[config.mk]
export PLATFORM = sky130hd
export DESIGN_NAME = per_task_mailbox_queue_manager
export DESIGN_NICKNAME = d
export VERILOG_FILES = /design/src/ptmq_pkg.sv /design/src/ptmq_ctrl.sv /design/src/ptmq_datapath.sv /design/src/per_task_mailbox_queue_manager.sv
export SDC_FILE = /design/constraint.sdc
export NUM_CORES = 1
export LEC_CHECK = 0
export BUFFER_PORTS_ARGS = -buffer_cell sky130_fd_sc_hd__buf_4
export CAP_MARGIN = 20
export CORE_MARGIN = 2
export CORE_UTILIZATION = 37
export CTS_BUF_LIST = sky130_fd_sc_hd__clkbuf_16
export DETAILED_ROUTE_END_ITERATION = 8
export GPL_ROUTABILITY_DRIVEN = 0
export GPL_TIMING_DRIVEN = 0
export SETUP_SLACK_MARGIN = 0.3
export SLEW_MARGIN = 40
export SYNTH_ARGS = -nofsm -noshare
export SYNTH_HDL_FRONTEND = slang
export SYNTH_SLANG_ARGS = --single-unit
[constraint.sdc]
create_clock -name clk_i -period 10.07 [get_ports clk_i]
set_input_delay 1.007 -clock clk_i [delete_from_list [all_inputs] [get_ports clk_i]]
set_output_delay 1.007 -clock clk_i [all_outputs]
set_load 0.05 [all_outputs]
[src/ptmq_pkg.sv]
package ptmq_pkg;

  // Sizing
  localparam int NUM_TASKS  = 8;
  localparam int POOL_SLOTS = 8;
  localparam int MSG_WIDTH  = 32;

  localparam int SLOT_W = (POOL_SLOTS > 1) ? $clog2(POOL_SLOTS) : 1;
  localparam int TASK_W = (NUM_TASKS > 1) ? $clog2(NUM_TASKS) : 1;

  // Fixed field widths at the ports
  localparam int REQ_W     = 2;
  localparam int TID_W     = 3;
  localparam int MSG_IN_W  = 32;
  localparam int STATUS_W  = 2;
  localparam int MSG_OUT_W = 32;
  localparam int S_TDATA_W = 40;
  localparam int M_TDATA_W = 40;

  // Request codes
  localparam logic [REQ_W-1:0] REQ_SEND   = 2'd0;
  localparam logic [REQ_W-1:0] REQ_PICKUP = 2'd1;
  localparam logic [REQ_W-1:0] REQ_QUERY  = 2'd2;

  // Result status codes
  localparam logic [STATUS_W-1:0] ST_OK    = 2'd0;
  localparam logic [STATUS_W-1:0] ST_FULL  = 2'd1;
  localparam logic [STATUS_W-1:0] ST_EMPTY = 2'd2;

  // Controller to datapath commands
  typedef struct packed {
    logic load;  // capture the incoming request
    logic exec;  // run the request and write the result register
  } ptmq_cmd_t;

  // Datapath to controller status
  typedef struct packed {
    logic out_full;  // result register holds an untaken result
  } ptmq_sts_t;

endpackage

[src/ptmq_ctrl.sv]
module ptmq_ctrl
  import ptmq_pkg::*;
(
  input  logic      clk_i,
  input  logic      rst_ni,
  input  logic      req_valid_i,
  output logic      req_ready_o,
  input  logic      res_ready_i,
  input  ptmq_sts_t sts_i,
  output ptmq_cmd_t cmd_o
);

  localparam logic S_IDLE = 1'b0;
  localparam logic S_EXEC = 1'b1;

  logic state_q, state_d;

  // Handshake and command decode
  always_comb begin
    state_d     = state_q;
    req_ready_o = 1'b0;
    cmd_o       = '0;
    case (state_q)
      S_IDLE: begin
        req_ready_o = 1'b1;
        if (req_valid_i) begin
          cmd_o.load = 1'b1;
          state_d    = S_EXEC;
        end
      end
      S_EXEC: begin
        // result register free, or its transfer completes now
        if (!sts_i.out_full || res_ready_i) begin
          cmd_o.exec = 1'b1;
          state_d    = S_IDLE;
        end
      end
      default: state_d = S_IDLE;
    endcase
  end

  always_ff @(posedge clk_i or negedge rst_ni) begin
    if (!rst_ni) begin
      state_q <= S_IDLE;
    end else begin
      state_q <= state_d;
    end
  end

endmodule

[src/ptmq_datapath.sv]
module ptmq_datapath
  import ptmq_pkg::*;
(
  input  logic                 clk_i,
  input  logic                 rst_ni,
  input  ptmq_cmd_t            cmd_i,
  output ptmq_sts_t            sts_o,
  input  logic [REQ_W-1:0]     req_type_i,
  input  logic [TID_W-1:0]     task_id_i,
  input  logic [MSG_IN_W-1:0]  msg_in_i,
  input  logic                 res_ready_i,
  output logic                 res_valid_o,
  output logic [STATUS_W-1:0]  status_o,
  output logic [MSG_OUT_W-1:0] msg_out_o,
  output logic                 pending_o
);

  // Captured request
  logic [REQ_W-1:0]     req_q;
  logic [TID_W-1:0]     tid_q;
  logic [MSG_WIDTH-1:0] msg_q;

  // Pool and per-task list state
  logic [POOL_SLOTS-1:0] used_q, used_d;
  logic [NUM_TASKS-1:0]  nonempty_q, nonempty_d;
  logic [MSG_WIDTH-1:0]  slot_msg_q [POOL_SLOTS];
  logic [SLOT_W-1:0]     slot_link_q [POOL_SLOTS];
  logic [SLOT_W-1:0]     head_q [NUM_TASKS];
  logic [SLOT_W-1:0]     tail_q [NUM_TASKS];

  // Result register
  logic                 out_valid_q, out_valid_d;
  logic [STATUS_W-1:0]  out_status_q, status_d;
  logic [MSG_WIDTH-1:0] out_msg_q, mout_d;
  logic                 out_pend_q, pend_d;

  // Write strobes for the pointer and payload arrays
  logic              wr_msg, wr_link, wr_head, wr_tail;
  logic [SLOT_W-1:0] wr_link_idx, wr_head_val;

  logic              task_ok;
  logic [TASK_W-1:0] t;
  logic              free_found;
  logic [SLOT_W-1:0] free_idx;
  logic [SLOT_W-1:0] h;

  assign task_ok = (32'(tid_q) < NUM_TASKS);
  assign t       = TASK_W'(tid_q);
  assign h       = head_q[t];

  // Lowest free slot
  always_comb begin
    free_found = 1'b0;
    free_idx   = '0;
    for (int s = POOL_SLOTS - 1; s >= 0; s--) begin
      if (!used_q[s]) begin
        free_found = 1'b1;
        free_idx   = SLOT_W'(s);
      end
    end
  end

  // Request execution
  always_comb begin
    used_d      = used_q;
    nonempty_d  = nonempty_q;
    status_d    = ST_OK;
    mout_d      = '0;
    pend_d      = 1'b0;
    wr_msg      = 1'b0;
    wr_link     = 1'b0;
    wr_head     = 1'b0;
    wr_tail     = 1'b0;
    wr_link_idx = tail_q[t];
    wr_head_val = free_idx;
    case (req_q)
      REQ_SEND: begin
        if (!task_ok || !free_found) begin
          status_d = ST_FULL;
          pend_d   = task_ok && nonempty_q[t];
        end else begin
          used_d[free_idx] = 1'b1;
          wr_msg  = 1'b1;
          wr_tail = 1'b1;
          if (nonempty_q[t]) begin
            wr_link = 1'b1;
          end else begin
            wr_head       = 1'b1;
            nonempty_d[t] = 1'b1;
          end
          pend_d = 1'b1;
        end
      end
      REQ_PICKUP: begin
        if (!task_ok || !nonempty_q[t]) begin
          status_d = ST_EMPTY;
        end else begin
          mout_d    = slot_msg_q[h];
          used_d[h] = 1'b0;
          if (h == tail_q[t]) begin
            nonempty_d[t] = 1'b0;
          end else begin
            wr_head     = 1'b1;
            wr_head_val = slot_link_q[h];
            pend_d      = 1'b1;
          end
        end
      end
      default: begin
        // query and the unused code only report
        pend_d = task_ok && nonempty_q[t];
      end
    endcase
  end

  assign out_valid_d = cmd_i.exec ? 1'b1 : (res_ready_i ? 1'b0 : out_valid_q);

  // Control state
  always_ff @(posedge clk_i or negedge rst_ni) begin
    if (!rst_ni) begin
      used_q      <= '0;
      nonempty_q  <= '0;
      out_valid_q <= 1'b0;
    end else begin
      out_valid_q <= out_valid_d;
      if (cmd_i.exec) begin
        used_q     <= used_d;
        nonempty_q <= nonempty_d;
      end
    end
  end

  // Payload, pointers and result word
  always_ff @(posedge clk_i) begin
    if (cmd_i.load) begin
      req_q <= req_type_i;
      tid_q <= task_id_i;
      msg_q <= MSG_WIDTH'(msg_in_i);
    end
    if (cmd_i.exec) begin
      out_status_q <= status_d;
      out_msg_q    <= mout_d;
      out_pend_q   <= pend_d;
      if (wr_msg) begin
        slot_msg_q[free_idx] <= msg_q;
      end
      if (wr_link) begin
        slot_link_q[wr_link_idx] <= free_idx;
      end
      if (wr_head) begin
        head_q[t] <= wr_head_val;
      end
      if (wr_tail) begin
        tail_q[t] <= free_idx;
      end
    end
  end

  assign sts_o.out_full = out_valid_q;
  assign res_valid_o    = out_valid_q;
  assign status_o       = out_status_q;
  assign msg_out_o      = MSG_OUT_W'(out_msg_q);
  assign pending_o      = out_pend_q;

`ifndef SYNTHESIS
  // an executed request always leaves a result to transfer
  a_exec_result: assert property (@(posedge clk_i) disable iff (!rst_ni)
    cmd_i.exec |=> out_valid_q)
    else $error("result register not loaded after execution");

  // every non-empty mailbox owns at least one slot
  a_slots_cover: assert property (@(posedge clk_i) disable iff (!rst_ni)
    $countones(used_q) >= $countones(nonempty_q))
    else $error("more non-empty mailboxes than used slots");

  // an empty report carries no message and no pending flag
  a_empty_res: assert property (@(posedge clk_i) disable iff (!rst_ni)
    (out_valid_q && out_status_q == ST_EMPTY) |-> (!out_pend_q && out_msg_q == '0))
    else $error("empty result with message or pending set");
`endif

endmodule

[src/per_task_mailbox_queue_manager.sv]
// Mailbox for up to eight tasks sharing a pool of eight message slots. Each
// request (send, pick up oldest, query pending) is first captured from the
// transfer and then executed, with the lowest-free-slot search and the
// head/tail/link pointer update running against the pool. The result sits in an
// output register, and the next request is taken while it waits there; a
// request stays in execution only while an untaken result blocks that
// register. A send to a full pool is refused with no effect, a pickup from
// an empty mailbox reports empty, and every result carries the pending flag
// of the addressed task after the request.
module per_task_mailbox_queue_manager
  import ptmq_pkg::*;
(
  input  logic                 clk_i,
  input  logic                 rst_ni,
  input  logic                 s_axis_tvalid,
  output logic                 s_axis_tready,
  input  logic [S_TDATA_W-1:0] s_axis_tdata,  // task_id[2:0], msg_in[34:3], zero pad
  input  logic [REQ_W-1:0]     s_axis_tuser,  // req_type[1:0]
  output logic                 m_axis_tvalid,
  input  logic                 m_axis_tready,
  output logic [M_TDATA_W-1:0] m_axis_tdata,  // msg_out[31:0], pending[32], zero pad
  output logic [STATUS_W-1:0]  m_axis_tuser   // status[1:0]
);

  ptmq_cmd_t            cmd;
  ptmq_sts_t            sts;
  logic [MSG_OUT_W-1:0] msg_out;
  logic                 pending;

  ptmq_ctrl u_ctrl (
    .clk_i       (clk_i),
    .rst_ni      (rst_ni),
    .req_valid_i (s_axis_tvalid),
    .req_ready_o (s_axis_tready),
    .res_ready_i (m_axis_tready),
    .sts_i       (sts),
    .cmd_o       (cmd)
  );

  ptmq_datapath u_datapath (
    .clk_i       (clk_i),
    .rst_ni      (rst_ni),
    .cmd_i       (cmd),
    .sts_o       (sts),
    .req_type_i  (s_axis_tuser),
    .task_id_i   (s_axis_tdata[TID_W-1:0]),
    .msg_in_i    (s_axis_tdata[TID_W+MSG_IN_W-1:TID_W]),
    .res_ready_i (m_axis_tready),
    .res_valid_o (m_axis_tvalid),
    .status_o    (m_axis_tuser),
    .msg_out_o   (msg_out),
    .pending_o   (pending)
  );

  // Pack the result transfer
  assign m_axis_tdata = {{(M_TDATA_W - MSG_OUT_W - 1){1'b0}}, pending, msg_out};

endmodule
---- Word level (Yosys, flattened, before mapping) ----
Memories as Yosys holds them, arrays and structs flattened. A register that Yosys moved wholly into a read port is not among the register bits.
Index checks and enable logic that the tools add are counted.
storage, ports and cells
  flip-flop bits (word level) ............. 58
  memories ................................ 4
  word-level logic and storage cells ...... 114
  bits in writable memories ............... 328
  input bits .............................. 46
cells by class
  order comparisons ....................... 6
  equality and inequality tests ........... 6
  mux-type cells .......................... 70
  reductions and logical operators ........ 12
  bitwise gates (word level) .............. 7
memory list
  name                    words  width  rd ports  clocked after Yosys merged registers in  wr ports  RTL line             text
  u_datapath.slot_msg_q   8      32     1         1                                        1         ptmq_datapath.sv:26  logic [MSG_WIDTH-1:0] slot_msg_q [POOL_SLOTS];
  u_datapath.head_q       8      3      1         1                                        1         ptmq_datapath.sv:28  logic [SLOT_W-1:0] head_q [NUM_TASKS];
  u_datapath.slot_link_q  8      3      1         0                                        1         ptmq_datapath.sv:27  logic [SLOT_W-1:0] slot_link_q [POOL_SLOTS];
  u_datapath.tail_q       8      3      1         1                                        1         ptmq_datapath.sv:29  logic [SLOT_W-1:0] tail_q [NUM_TASKS];
operator list
  kind                                                                                  count
  8-bit two-way mux                                                                     6
  1-bit two-way mux                                                                     40
  3-bit two-way mux                                                                     13
  8-bit one-hot mux with 2 select lines                                                 2
  8-bit bitwise AND                                                                     2
  8-bit inverter                                                                        2
  8-bit bitwise OR                                                                      2
  3-bit by 4-bit less-than comparator with 1-bit output (second input constant)         3
  1-bit demux with 3-bit select                                                         3
  3-bit by 1-bit greater-or-equal comparator with 1-bit output (second input constant)  3
  2-bit by 1-bit != test with 1-bit output (second input constant)                      3
  1-bit one-hot mux with 2 select lines                                                 3
  6-bit AND reduction                                                                   1
  2-bit one-hot mux with 2 select lines                                                 1
  4-bit AND reduction                                                                   1
  2-bit nonzero test                                                                    2
  1-bit binary-select mux with 3-bit select                                             1
  3-bit == test                                                                         1
  1-bit logical AND                                                                     3
  2-bit by 1-bit == test with 1-bit output (second input constant)                      1
  1-bit zero test                                                                       2
  2-bit zero test                                                                       1
  2-bit two-way mux                                                                     1
  2-bit != test (second input constant)                                                 1
  other kinds (3)                                                                       3

---- Logic depth before layout (Yosys ltp) ----
Gate-level depths: netlist of run 1.
  word-level depth ........................ 15
  depth in mapped cells ................... 11
  gate-level depth less buffers ........... 8

---- By module ----
Synthesis of run 1 repeated with hierarchy kept, for this count alone.
second synthesis, totals
  cells, all modules ...................... 1051
  area, all modules ....................... 16583.4 µm²
modules (own cells, without submodules)
  module                          area an instance (µm²)  cells an instance  instances
  ptmq_datapath                   16464.5                 1036               1
  per_task_mailbox_queue_manager  63.8                    9                  1
  ptmq_ctrl                       55.1                    6                  1

---- Least setup slack after synthesis of run 1 ----
Ideal clock, no wire load.
  path kind ............................... input to register
  start point ............................. in m_axis_tready
  end point ............................... mem u_datapath.slot_msg_q[2][0] (enable)
  path slack .............................. 5520 ps
  data required time ...................... 9606 ps
  cell stages on the path ................. 5
  arrival ................................. 4086 ps
  library setup time ...................... 464 ps
  path buffers ............................ 1
  cell sequence ........................... nand2b_1 -> nor4b_1 -> nand2_1 -> clkbuf_1 -> nor3_1
on the way
  word-level cells in the longest chain between the ends .. 5
ends and longest elaborated chain
  what                                     RTL line                              text
  start, declared                          per_task_mailbox_queue_manager.sv:20  input logic m_axis_tready,
  1-bit logical OR                         ptmq_ctrl.sv:33                       if (!sts_i.out_full || res_ready_i) begin
  1-bit two-way mux                        ptmq_ctrl.sv:33
  1-bit two-way mux                        ptmq_ctrl.sv:23                       case (state_q)
  1-bit two-way mux                        ptmq_datapath.sv:140                  if (cmd_i.exec) begin
  1-bit two-way mux (not written as such)  ptmq_datapath.sv:145                  slot_msg_q[free_idx] <= msg_q;
  end, declared                            ptmq_datapath.sv:26
No other way between the ends.

==> summary.txt, run 1 <==
Die
  • Die height: 215 um
  • Die W: 215 um
  • Placeable Area: 44100 um^2
  • Die ar.: 46300 um^2
  • # IOs: 90
  • Initial Utilization: 37.4%
  • Rows: 77

Global routing
  • Number of antenna violations at the first check in global routing: 0
  • Largest net degree at the start of global routing: 30
  • Gr ovfl total: 0
  • Number of global-route vias before repair: 9326
  • First-pass GRT wire length: around 60 mm
  • GRT Overall Usage: between 10% and 20%

Yosys
  • Share of the synthesized area in the top cell type: roughly 73%
  • Sequential fraction of the synthesis area: 75.9%
  • Post-synth cell types: 56
  • Largest family of logic cells by synthesized area: simple AND/OR/NAND/NOR gates
  • Netlist Area Pre-Place: 16500 um^2
  • Warnings from Yosys: 0
  • Adder-cell area share of the yosys netlist: 0%
  • Main area contributors after synthesis: edfxtp_1 (73%), nand2_1 (3.4%), nand3_1 (2.9%)
  • Complex-gate fraction of the synthesized area: 5.14%
  • XOR/XNOR share of the synthesized area: 0.577%
  • Post-synth EDFFs: 400
  • Mapped Cells: 1041
  • Cell type with the largest total area after synthesis: edfxtp_1
  • Mean area per synthesized cell: 15.8 um^2
  • Multiplexer share of the synthesized area: 6.79%
  • Simple logic cell fraction of the synthesized area: under 10%
  • Async set or reset register ratio after synthesis: around 4.3%
  • Register bit total from synthesis: ~420
  • Synth Flop Type: edfxtp_1

Detailed routing
  • DRC viols: 0
  • DRT iter0 DRCs: 955
  • Vias: 9546
  • Pre-antenna DRT Iters: 5
  • Post-route ant nets: 0
  • DR WL/cell: 22.2 um
  • Post-Route WL: approximately 40 mm
  • Post-DR vias/cell: roughly 5.2

STA
  • Final Hold Vio Count: 0
  • Slew HR: a little over two fifths
  • Post-layout min period: 3.48 ns
  • Slew Viols, Final: 0
  • Worst slew pin tran: 0.866 ns
  • Unrepaired setup endpoints after global routing: no
  • Setup Total Neg Slack: 0 ns
  • Period utilisation layout: 34.6%
  • Hold_ws: 0.328 ns
  • Final setup viols: 0
  • Fmax: ~290 MHz
  • Clock Skew: 0.0131 ns

Finish
  • Most common cell after layout, fill and taps aside: edfxtp_1
  • Area grow syn2layout: 19.6%
  • Finished Cell Area: 19700 um^2
  • # diodes: 0
  • Commonest non-fill, non-tap cells in the layout: edfxtp_1 (400), nand2_1 (151), nand3_1 (97), buf_4 (92), nor2_1 (57)
  • Fraction of layout cells with a size suffix above 1: 23.8%
  • Final Net Count: 1245
  • Util after Layout: 44.7%

Setup path
  • Crit end category: register
  • Critical path class: register to register
  • Cells on worst reg2reg path: 9
  • Req. time, crit path: about 10 ns
  • CP max FO: 10
  • Arrival @ worst endpoint: roughly 3.7 ns
  • Startpoint Class: register
  • Flop2flop setup slack: roughly 6.6 ns

Placed design
  • Post-Place Cell Area: ~18000 um^2
  • Post-DP HPWL: 26.9 mm
  • Port buffer count: 77

Run status
  • Outcome: finished clean

Clock network
  • CTS HTree Levels: 2
  • Root Buffer: clkbuf_16
  • Max Buffers Root-to-Sink: 3
  • Post-CTS Resized: 0
  • Setup Fix Bufs, Post-CTS: 0
  • Post-CTS Hold Buffers: 0
  • TritonCTS clock tree: built
  • Clk Latency, worst-skew pair: 0.55 ns
  • CTS Buf Count: 43
  • Clock Pin Slew Worst Setup and Hold Paths: 0.06 ns
  • Clk sinks: between 400 and 500

Power
  • Power Density: between 200 and 300 nW/um^2
  • Reported leakage power: approximately 6.8 nW
  • Maximum VDD drop: 0.209 mV

Flow run
  • MaxCap Viol Count: 0

Hold path
  • Hold crit path type: primary input to asynchronous set/reset pin
cell type report:
cell class | instances | area, um^2
well taps | 592 | 741
flip-flops and latches | 421 | 12500
repair buffers | 107 | 1010
fillers | 3942 | 24400
inverters | 6 | 25.0
multi-input cells | 559 | 3710
plain buffers | 61 | 352
clock inverters | 30 | 238
clock buffers | 45 | 1130
power breakdown:
| group | leakage, nW | switching [W] | total (W) | internal, W |
|---|---|---|---|---|
| clock | 0.707 | 0.000645 | 0.00155 | 0.000906 |
| combinational | 2.19 | 0.00112 | 0.00164 | 0.000521 |
| sequential | 3.89 | 0.000107 | 0.00232 | 0.00221 |
| total | 6.79 | 0.00187 | 0.00552 | 0.00364 |
flip-flops by register name, summed over array words and instances, names as in the netlist, named ones only:
signal / flops
u_datapath.head_q: 24
u_datapath.req_q: 2
u_ctrl.state_q: 1
u_datapath.slot_msg_q: 256
u_datapath.res_valid_o: 1
u_datapath.slot_link_q: 24
u_datapath.used_q: 8
u_datapath.status_o: 2
u_datapath.tail_q: 24
u_datapath.pending_o: 1
u_datapath.msg_out_o: 32
u_datapath.t: 3
u_datapath.msg_q: 32
per-stage QoR:
step	setup WS, ns	power (W)	std cells
2_1_floorplan	5.52	0.00337	1047
3_3_place_gp	2.77	0.00393	1716
3_5_place_dp	6.32	0.00399	1746
4_1_cts	6.53	0.00555	1821
5_1_grt	6.32	0.00574	1821
6_report	6.59	0.00552	1821
per-layer routing:
metal	up-vias	global-route usage (%)	wire length, um
met1	4826	25.1	18100
met5	-	0	0
met2	357	27.2	18500
met4	0	4.57	838
li1	4303	-	-
met3	60	2.90	2980
synth_stat cells (4+ instances only):
cell and instances:
buf_6 8, nand2b_1 5, a21o_1 4, nand3_1 97, dfrtp_1 18, mux4_2 16, nand2_1 151, buf_2 22
a221o_1 8, edfxtp_1 400, a22oi_1 9, o21ai_0 9, a221oi_1 28, clkbuf_1 19, mux2_2 41, xnor2_1 9
o22a_1 11, inv_1 6, mux2i_1 19, a21oi_1 25, nor2_2 4, nor2_1 64, buf_4 9
cell families (layout without fill, tap and decap cells):
group,after synthesis,after routing
flip-flops,421,421
XOR/XNOR,10,10
AND/OR/NAND/NOR,346,346
multiplexers,82,82
AO/OA/AOI/OAI,114,114
other,1,7
buffers and inverters,67,249
worst paths after layout:
kind / start / to
max: register / u_datapath.head_q[6][0]
min: rst_ni / asynchronous set/reset pin
min reg2reg: register / register
min in group clk_i: register / register
max in group asynchronous: rst_ni / u_datapath.used_q[0]
max reg2reg: register / u_datapath.head_q[6][0]
worst max-delay path, cell delays in order, from the launching register on:
cell and delay [ns]:
dfxtp_1 0.30, buf_6 0.13, mux4_2 0.36, mux2_2 0.22
buf_2 0.33, clkbuf_1 0.58, nand2_1 0.32, o21ai_0 0.23
a21oi_1 0.10, mux2i_1 0.61
Note: power is estimated with default switching activity, not from simulation.
==> run 2, diff against run 1 <==
==> constraint.sdc (replaced) <==
create_clock -name clk_i -period 2.8 [get_ports clk_i]
set_input_delay 0.28 -clock clk_i [delete_from_list [all_inputs] [get_ports clk_i]]
set_output_delay 0.28 -clock clk_i [all_outputs]
set_load 0.05 [all_outputs]
==> run 2 against run 1 <==
- global-route usage rose by 1.4 points
- largest power group is now combinational logic
- critical endpoint unchanged
- sequential share of layout area down 7.2 points
- highest routed layer unchanged
- total power rose to 4.1 times the previous value
==> summary.txt, run 2 (synthesized netlist as in run 1, its figures left out) <==
Global routing
  • Gr ovfl total: 0 (unchanged)
  • First-pass GRT wire length: 64.5 mm (was 60.0 mm)
  • Largest net degree at the start of global routing: 35 (was 30)
  • Number of global-route vias before repair: 10300 (was 9326)
  • GRT Overall Usage: 18.8% (was 17.3%)
  • Number of antenna violations at the first check in global routing: 0 (unchanged)

Clock network
  • Clock Pin Slew Worst Setup and Hold Paths: 0.06 ns (about the same)
  • Clk Latency, worst-skew pair: 0.56 ns (was 0.55 ns)
  • Clk sinks: 421 (unchanged)
  • TritonCTS clock tree: built (unchanged)
  • CTS Buf Count: 44 (was 43)
  • Max Buffers Root-to-Sink: 3 (unchanged)
  • CTS HTree Levels: 2 (unchanged)
  • Root Buffer: clkbuf_16 (unchanged)

Finish
  • Max FFs per register: 256 (unchanged)
  • Most common cell after layout, fill and taps aside: edfxtp_1 (unchanged)
  • Commonest non-fill, non-tap cells in the layout: edfxtp_1 (400), buf_4 (142), nand2_1 (139), nand3_1 (69), clkbuf_16 (51) (was edfxtp_1 (400), nand2_1 (151), nand3_1 (97), buf_4 (92), nor2_1 (57))
  • Fill cells: 3666 (was 3942)
  • Area grow syn2layout: 34.9% (was 19.6%)
  • Largest register by flop count: u_datapath.slot_msg_q (unchanged)
  • Fraction of layout cells with a size suffix above 1: 37.5% (was 23.8%)
  • Final Net Count: 1361 (was 1245)
  • # diodes: 0 (unchanged)

Die
  • Placeable Area: 44100 um^2 (unchanged)
  • Die height: 215 um (unchanged)
  • Die W: 215 um (unchanged)
  • # IOs: 90 (unchanged)
  • Rows: 77 (unchanged)
  • Initial Utilization: 37.4% (unchanged)
  • Die ar.: 46300 um^2 (unchanged)

Detailed routing
  • DRC viols: 0 (unchanged)
  • Post-Route WL: 44.2 mm (was 40.4 mm)
  • Post-route ant nets: 0 (unchanged)
  • Pre-antenna DRT Iters: 8 (was 5)
  • Post-DR vias/cell: 5.28 (was 5.24)
  • DR WL/cell: 22.9 um (was 22.2 um)
  • Vias: 10200 (was 9546)
  • DRT iter0 DRCs: 1127 (was 955)

Placed design
  • Pre-CTS setup slack: -0.523 ns (was 6.32 ns)
  • Post-DP HPWL: 27.2 mm (was 26.9 mm)
  • Port buffer count: 77 (unchanged)

STA
  • Hold_ws: 0.0496 ns (was 0.328 ns)
  • Post-layout min period: 2.78 ns (was 3.48 ns)
  • Final setup viols: 0 (unchanged)
  • Setup WS post-layout: 0.0182 ns (was 6.59 ns)
  • Worst slew pin tran: 0.759 ns (was 0.866 ns)
  • Slew HR: 49.4% (was 42.3%)
  • Final Hold Vio Count: 0 (unchanged)
  • Unrepaired setup endpoints after global routing: yes (was no)
  • Clock Skew: 0.0138 ns (was 0.0131 ns)
  • Fmax: 359 MHz (was 287 MHz)
  • Slew Viols, Final: 0 (unchanged)
  • Period utilisation layout: 99.3% (was 34.6%)

Setup path
  • Startpoint Class: register (unchanged)
  • Critical path class: register to register (unchanged)
  • Crit end category: register (unchanged)
  • Arrival @ worst endpoint: 3.06 ns (was 3.73 ns)
  • Req. time, crit path: 3.08 ns (was 10.32 ns)
  • CP max FO: 8 (was 10)

Power
  • Power Density: 1020 nW/um^2 (was 280 nW/um^2)
  • Reported leakage power: 7.86 nW (was 6.79 nW)
  • Maximum VDD drop: 0.808 mV (was 0.209 mV)

Flow run
  • MaxCap Viol Count: 0 (unchanged)

Hold path
  • Hold crit path type: primary input to register (was primary input to asynchronous set/reset pin)

Run status
  • Outcome: finished clean (unchanged)
[run 2: cell count changes in the layout (fill, tap and decap cells not counted), moves of 14 or more]
cell	delta
a21oi_1	-18
a21oi_2	+18
a221oi_1	-19
a221oi_2	+15
buf_12	+21
buf_2	-24
buf_4	+50
buf_6	+17
clkbuf_1	-17
dlygate4sd3_1	+39
nand3_1	-28
nand3_2	+25
nor2_1	-17
nor2_4	+14
[run 2: final cells by class]
cell class / count / area [um^2] / share of cell area [%]
Timing Repair inverter: 1 / 5.00 / 0.0225
Buffer: 61 / 752 / 3.38
Tap cell: 592 / 741 / 3.33
Clock inverter: 28 / 249 / 1.12
Multi-Input combinational cell: 559 / 4520 / 20.3
Inverter: 6 / 28.8 / 0.129
Clock buffer: 45 / 1130 / 5.06
Timing Repair Buffer: 221 / 2300 / 10.3
Sequential cell: 421 / 12500 / 56.3
[run 2: worst max-delay path, cell delays in order (launching register included)]
cell and delay [ns]:
dfxtp_2 0.32, buf_6 0.14, mux4_2 0.56, mux2_4 0.32
buf_12 0.15, buf_12 0.14, buf_12 0.14, mux2i_1 0.18
o21ai_0 0.12, a21oi_2 0.24, mux2i_4 0.17
[run 2: per-stage QoR]
stage          cell area (um^2)  cells  util [%]  TNS, ns  power, W
6_report                  22200   1934      50.4        0    0.0227
3_3_place_gp              17900   1716      40.6  -149.48    0.0142
4_1_cts                   21400   1907      48.6        0    0.0216
5_1_grt                   22200   1934      50.4   -0.262    0.0235
3_5_place_dp              18400   1739      41.6   -21.50    0.0144
2_1_floorplan             16600   1047         -        0    0.0122
[run 2: timing repair]
| action | CTS | global route |
|---|---|---|
| hold buffers | 39 | 0 |
| endpoints found under the hold margin | 59 | 0 |
| setup buffers | 53 | 22 |
| resized for setup | 194 | 120 |
| pin swaps | 49 | 47 |
| setup endpoints to repair | 220 | 223 |
| cloned | 3 | 5 |
[run 2: final timing paths]
check / startpoint / endpoint / slack (ns) / depth (start not counted)
max reg2reg: register / u_datapath.head_q[6][0] / 0.02 / 10
max: register / u_datapath.head_q[6][0] / 0.02 / 10
min reg2reg: register / register / 0.50 / 1
min in group asynchronous: rst_ni / asynchronous set/reset pin / 0.13 / 2
max in group asynchronous: rst_ni / u_datapath.res_valid_o / 2.45 / 2
min: m_axis_tready / u_datapath.res_valid_o / 0.05 / 3
[run 2: power by group]
| part | switching (W) | internal (W) | total (W) |
|---|---|---|---|
| sequential | 0.000404 | 0.00797 | 0.00837 |
| clock | 0.00231 | 0.00334 | 0.00565 |
| combinational | 0.00504 | 0.00361 | 0.00865 |
| total | 0.00776 | 0.0149 | 0.0227 |
[run 2: layer usage]
metal	global-route usage (%)	routed length [um]
met4	6.44	993
met5	0	0
met3	3.23	3250
met1	26.3	19000
met2	29.8	20900
==> run 3, diff against run 2 <==
--- a/config.mk
+++ b/config.mk
@@ -5,6 +5,7 @@
 export SDC_FILE = /design/constraint.sdc
 export NUM_CORES = 1
 export LEC_CHECK = 0
+export ABC_AREA = 1
 export BUFFER_PORTS_ARGS = -buffer_cell sky130_fd_sc_hd__buf_4
 export CAP_MARGIN = 20
 export CORE_MARGIN = 2
@@ -13,6 +14,7 @@
 export DETAILED_ROUTE_END_ITERATION = 8
 export GPL_ROUTABILITY_DRIVEN = 0
 export GPL_TIMING_DRIVEN = 0
+export HOLD_SLACK_MARGIN = 0.08
 export SETUP_SLACK_MARGIN = 0.3
 export SLEW_MARGIN = 40
 export SYNTH_ARGS = -nofsm -noshare
==> run 3 against run 2 <==
- clock-buffer cell count did not move
- combinational power fell by 17%
- core utilization fell by 4.3 points
- critical path type unchanged
- critical endpoint is now u_datapath.msg_out_o[5]
==> summary.txt, run 3 <==
Run status
  • Outcome: finished clean (unchanged)

Die
  • Placeable Area: 45400 um^2 (was 44100 um^2)
  • Die height: 218 um (was 215 um)
  • Die W: 218 um (was 215 um)
  • Initial Utilization: 37.4% (about the same)
  • Rows: 78 (was 77)
  • # IOs: 90 (unchanged)
  • Die ar.: 47600 um^2 (was 46300 um^2)

STA
  • Post-layout min period: 2.37 ns (was 2.78 ns)
  • Slew Viols, Final: 0 (unchanged)
  • Final setup viols: 0 (unchanged)
  • Fmax: 421 MHz (was 359 MHz)
  • Clock Skew: 0.0224 ns (was 0.0138 ns)
  • Final Hold Vio Count: 0 (unchanged)
  • Setup WS post-layout: 0.426 ns (was 0.0182 ns)
  • Unrepaired setup endpoints after global routing: no (was yes)
  • Slew HR: 53.9% (was 49.4%)
  • Hold_ws: 0.137 ns (was 0.0496 ns)
  • Period utilisation layout: 84.8% (was 99.3%)
  • Worst slew pin tran: 0.692 ns (was 0.759 ns)

Detailed routing
  • Post-DR vias/cell: 4.97 (was 5.28)
  • DR WL/cell: 18.5 um (was 22.9 um)
  • Pre-antenna DRT Iters: 5 (was 8)
  • DRT iter0 DRCs: 892 (was 1127)
  • Post-route ant nets: 0 (unchanged)
  • Post-Route WL: 42.2 mm (was 44.2 mm)
  • DRC viols: 0 (unchanged)
  • Vias: 11300 (was 10200)

Yosys
  • Share of the synthesized area in the top cell type: 70.7% (was 72.8%)
  • Most frequent cells after synthesis: nand2_1 (470), edfxtp_1 (400), a21oi_1 (162) (was edfxtp_1 (400), nand2_1 (151), nand3_1 (97))
  • Warnings from Yosys: 0 (unchanged)
  • Cell type with the largest total area after synthesis: edfxtp_1 (unchanged)
  • Post-synth cell types: 29 (was 56)
  • Top-count cell post-synth: nand2_1 (was edfxtp_1)
  • Post-synth EDFFs: 400 (unchanged)
  • Mapped Cells: 1436 (was 1041)
  • Register bit total from synthesis: 421 (unchanged)
  • Main area contributors after synthesis: edfxtp_1 (71%), nand2_1 (10%), a21oi_1 (4.8%) (was edfxtp_1 (73%), nand2_1 (3.4%), nand3_1 (2.9%))
  • Async set or reset register ratio after synthesis: 4.28% (unchanged)
  • Sequential fraction of the synthesis area: 73.7% (was 75.9%)
  • Mean area per synthesized cell: 11.8 um^2 (was 15.8 um^2)
  • Netlist Area Pre-Place: 17000 um^2 (was 16500 um^2)
  • Synth Flop Type: edfxtp_1 (unchanged)

Clock network
  • TritonCTS clock tree: built (unchanged)
  • Clock Pin Slew Worst Setup and Hold Paths: 0.06 ns (about the same)
  • Clk Latency, worst-skew pair: 0.56 ns (about the same)
  • Root Buffer: clkbuf_16 (unchanged)
  • Max Buffers Root-to-Sink: 3 (unchanged)
  • CTS HTree Levels: 2 (unchanged)
  • Clk sinks: 421 (unchanged)
  • CTS Buf Count: 44 (unchanged)

Finish
  • Commonest non-fill, non-tap cells in the layout: nand2_1 (464), edfxtp_1 (400), a21oi_1 (159), buf_4 (113), inv_1 (87) (was edfxtp_1 (400), buf_4 (142), nand2_1 (139), nand3_1 (69), clkbuf_16 (51))
  • Sequential cell area: 12500 um^2 (about the same)
  • Largest register by flop count: u_datapath.slot_msg_q (unchanged)
  • Fin cells: 2277 (was 1934)
  • Fill cells: 4079 (was 3666)
  • Final Net Count: 1688 (was 1361)
  • Fraction of layout cells with a size suffix above 1: 17.1% (was 37.5%)
  • Max FFs per register: 256 (unchanged)
  • # diodes: 0 (unchanged)
  • Area grow syn2layout: 23.1% (was 34.9%)
  • Most common cell after layout, fill and taps aside: nand2_1 (was edfxtp_1)
  • Multi-input gate area: 3890 um^2 (was 4520 um^2)

Hold path
  • Hold crit path type: primary input to asynchronous set/reset pin (was primary input to register)

Global routing
  • GRT Overall Usage: 17.7% (was 18.8%)
  • Gr ovfl total: 0 (unchanged)
  • GRT Max-Usage Layer: met2 (unchanged)
  • Met3 global-route usage: 2.71% (was 3.23%)
  • Largest net degree at the start of global routing: 23 (was 35)
  • GR Util met2: 29.1% (was 29.8%)
  • Number of antenna violations at the first check in global routing: 0 (unchanged)
  • Met1 Use GR: 23.8% (was 26.3%)
  • First-pass GRT wire length: 63.8 mm (was 64.5 mm)
  • Number of global-route vias before repair: 11000 (was 10300)

Setup path
  • Startpoint Class: register (unchanged)
  • R2R Path End: u_datapath.msg_out_o[5] (was u_datapath.head_q[6][0])
  • Cells on worst reg2reg path: 12 (was 10)
  • Critical path class: register to register (unchanged)
  • Req. time, crit path: 3.15 ns (was 3.08 ns)
  • CP max FO: 10 (was 8)
  • Arrival @ worst endpoint: 2.72 ns (was 3.06 ns)
  • Crit end category: register (unchanged)
  • Flop2flop setup slack: 0.43 ns (was 0.02 ns)

Power
  • Maximum VDD drop: 0.598 mV (was 0.808 mV)
  • Final Power: 0.0211 W (was 0.0227 W)
  • Reported leakage power: 7.76 nW (was 7.86 nW)
  • Power Density: 1010 nW/um^2 (was 1020 nW/um^2)

Placed design
  • Placed Cells: 2140 (was 1739)
  • Post-DP HPWL: 26.8 mm (was 27.2 mm)
  • Pre-CTS setup slack: -0.143 ns (was -0.523 ns)
  • Port buffer count: 77 (unchanged)

Flow run
  • MaxCap Viol Count: 0 (unchanged)
run 3: cells by family (layout without fill, tap and decap cells):
family	Yosys count	in the layout	share of synthesized area [%]
other	1	7	0.0221
buffers and inverters	161	396	4.69
AOI/OAI and AO/OA	253	253	7.56
and+or+nand+nor	600	600	14.0
DFF	421	421	73.7
run 3: how the worst max path moves through the flow:
stage | startpoint | endpoint | slack, ns | cells past startpoint
after floorplan | u_datapath.res_valid_o | u_datapath.slot_msg_q[7][0] | -0.04 | 5
after global placement | s_axis_tvalid | register | -1.86 | 4
after detailed placement | u_datapath.used_q[7] | u_datapath.slot_msg_q[3][24] | -0.14 | 11
after CTS | u_datapath.t[0] | u_datapath.head_q[0][2] | 0.20 | 14
after global routing | u_datapath.used_q[7] | u_datapath.slot_msg_q[5][31] | 0.29 | 11
final | register | u_datapath.msg_out_o[5] | 0.43 | 12
run 3: area by class of cell:
class	instances	share of cell area, %
Timing Repair Buffer	153	7.13
Inverter	86	1.64
Tap cell	600	3.59
Multi-Input combinational cell	860	18.6
Timing Repair inverter	1	0.0239
Clock buffer	45	5.39
Buffer	75	2.38
Clock inverter	36	1.32
Sequential cell	421	59.9
run 3: metal layers:
layer	up-vias	wire length (um)
met2	401	20100
li1	5361	-
met5	-	0
met3	78	2600
met4	0	1130
met1	5478	18300
run 3: worst max-delay path: stages (launching register included):
cell and delay [ns]:
dfxtp_1 0.33, buf_6 0.14, buf_4 0.18, nand2_1 0.06, nand3_1 0.11, nand3_1 0.10
nand2_2 0.17, buf_6 0.18, buf_2 0.27, nand2_1 0.08, a21oi_1 0.15, o21ai_1 0.08
a21oi_1 0.31
run 3: per-stage QoR:
stage / util (%) / instance area [um^2] / setup TNS [ns]
after floorplan: - / 17100 / -3.56
after global placement: 40.5 / 18400 / -277.43
after detailed placement: 41.5 / 18800 / -4.05
after CTS: 45.6 / 20700 / 0
after global routing: 46.1 / 20900 / 0
final: 46.1 / 20900 / 0
run 3: what timing repair did:
action | CTS | global route
hold buffers | 40 | 0
cloned | 1 | 0
pin swaps | 7 | 3
endpoints found under the setup margin | 235 | 225
buffers inserted | 6 | 9
gates resized for setup | 16 | 42
hold endpoints to repair | 60 | 0
run 3: power breakdown:
| group | internal (W) | leakage, nW | switching (W) |
|---|---|---|---|
| clock network | 0.00321 | 0.727 | 0.00238 |
| logic | 0.00205 | 3.13 | 0.00517 |
| registers | 0.00793 | 3.90 | 0.000356 |
| total | 0.0132 | 7.76 | 0.00791 |
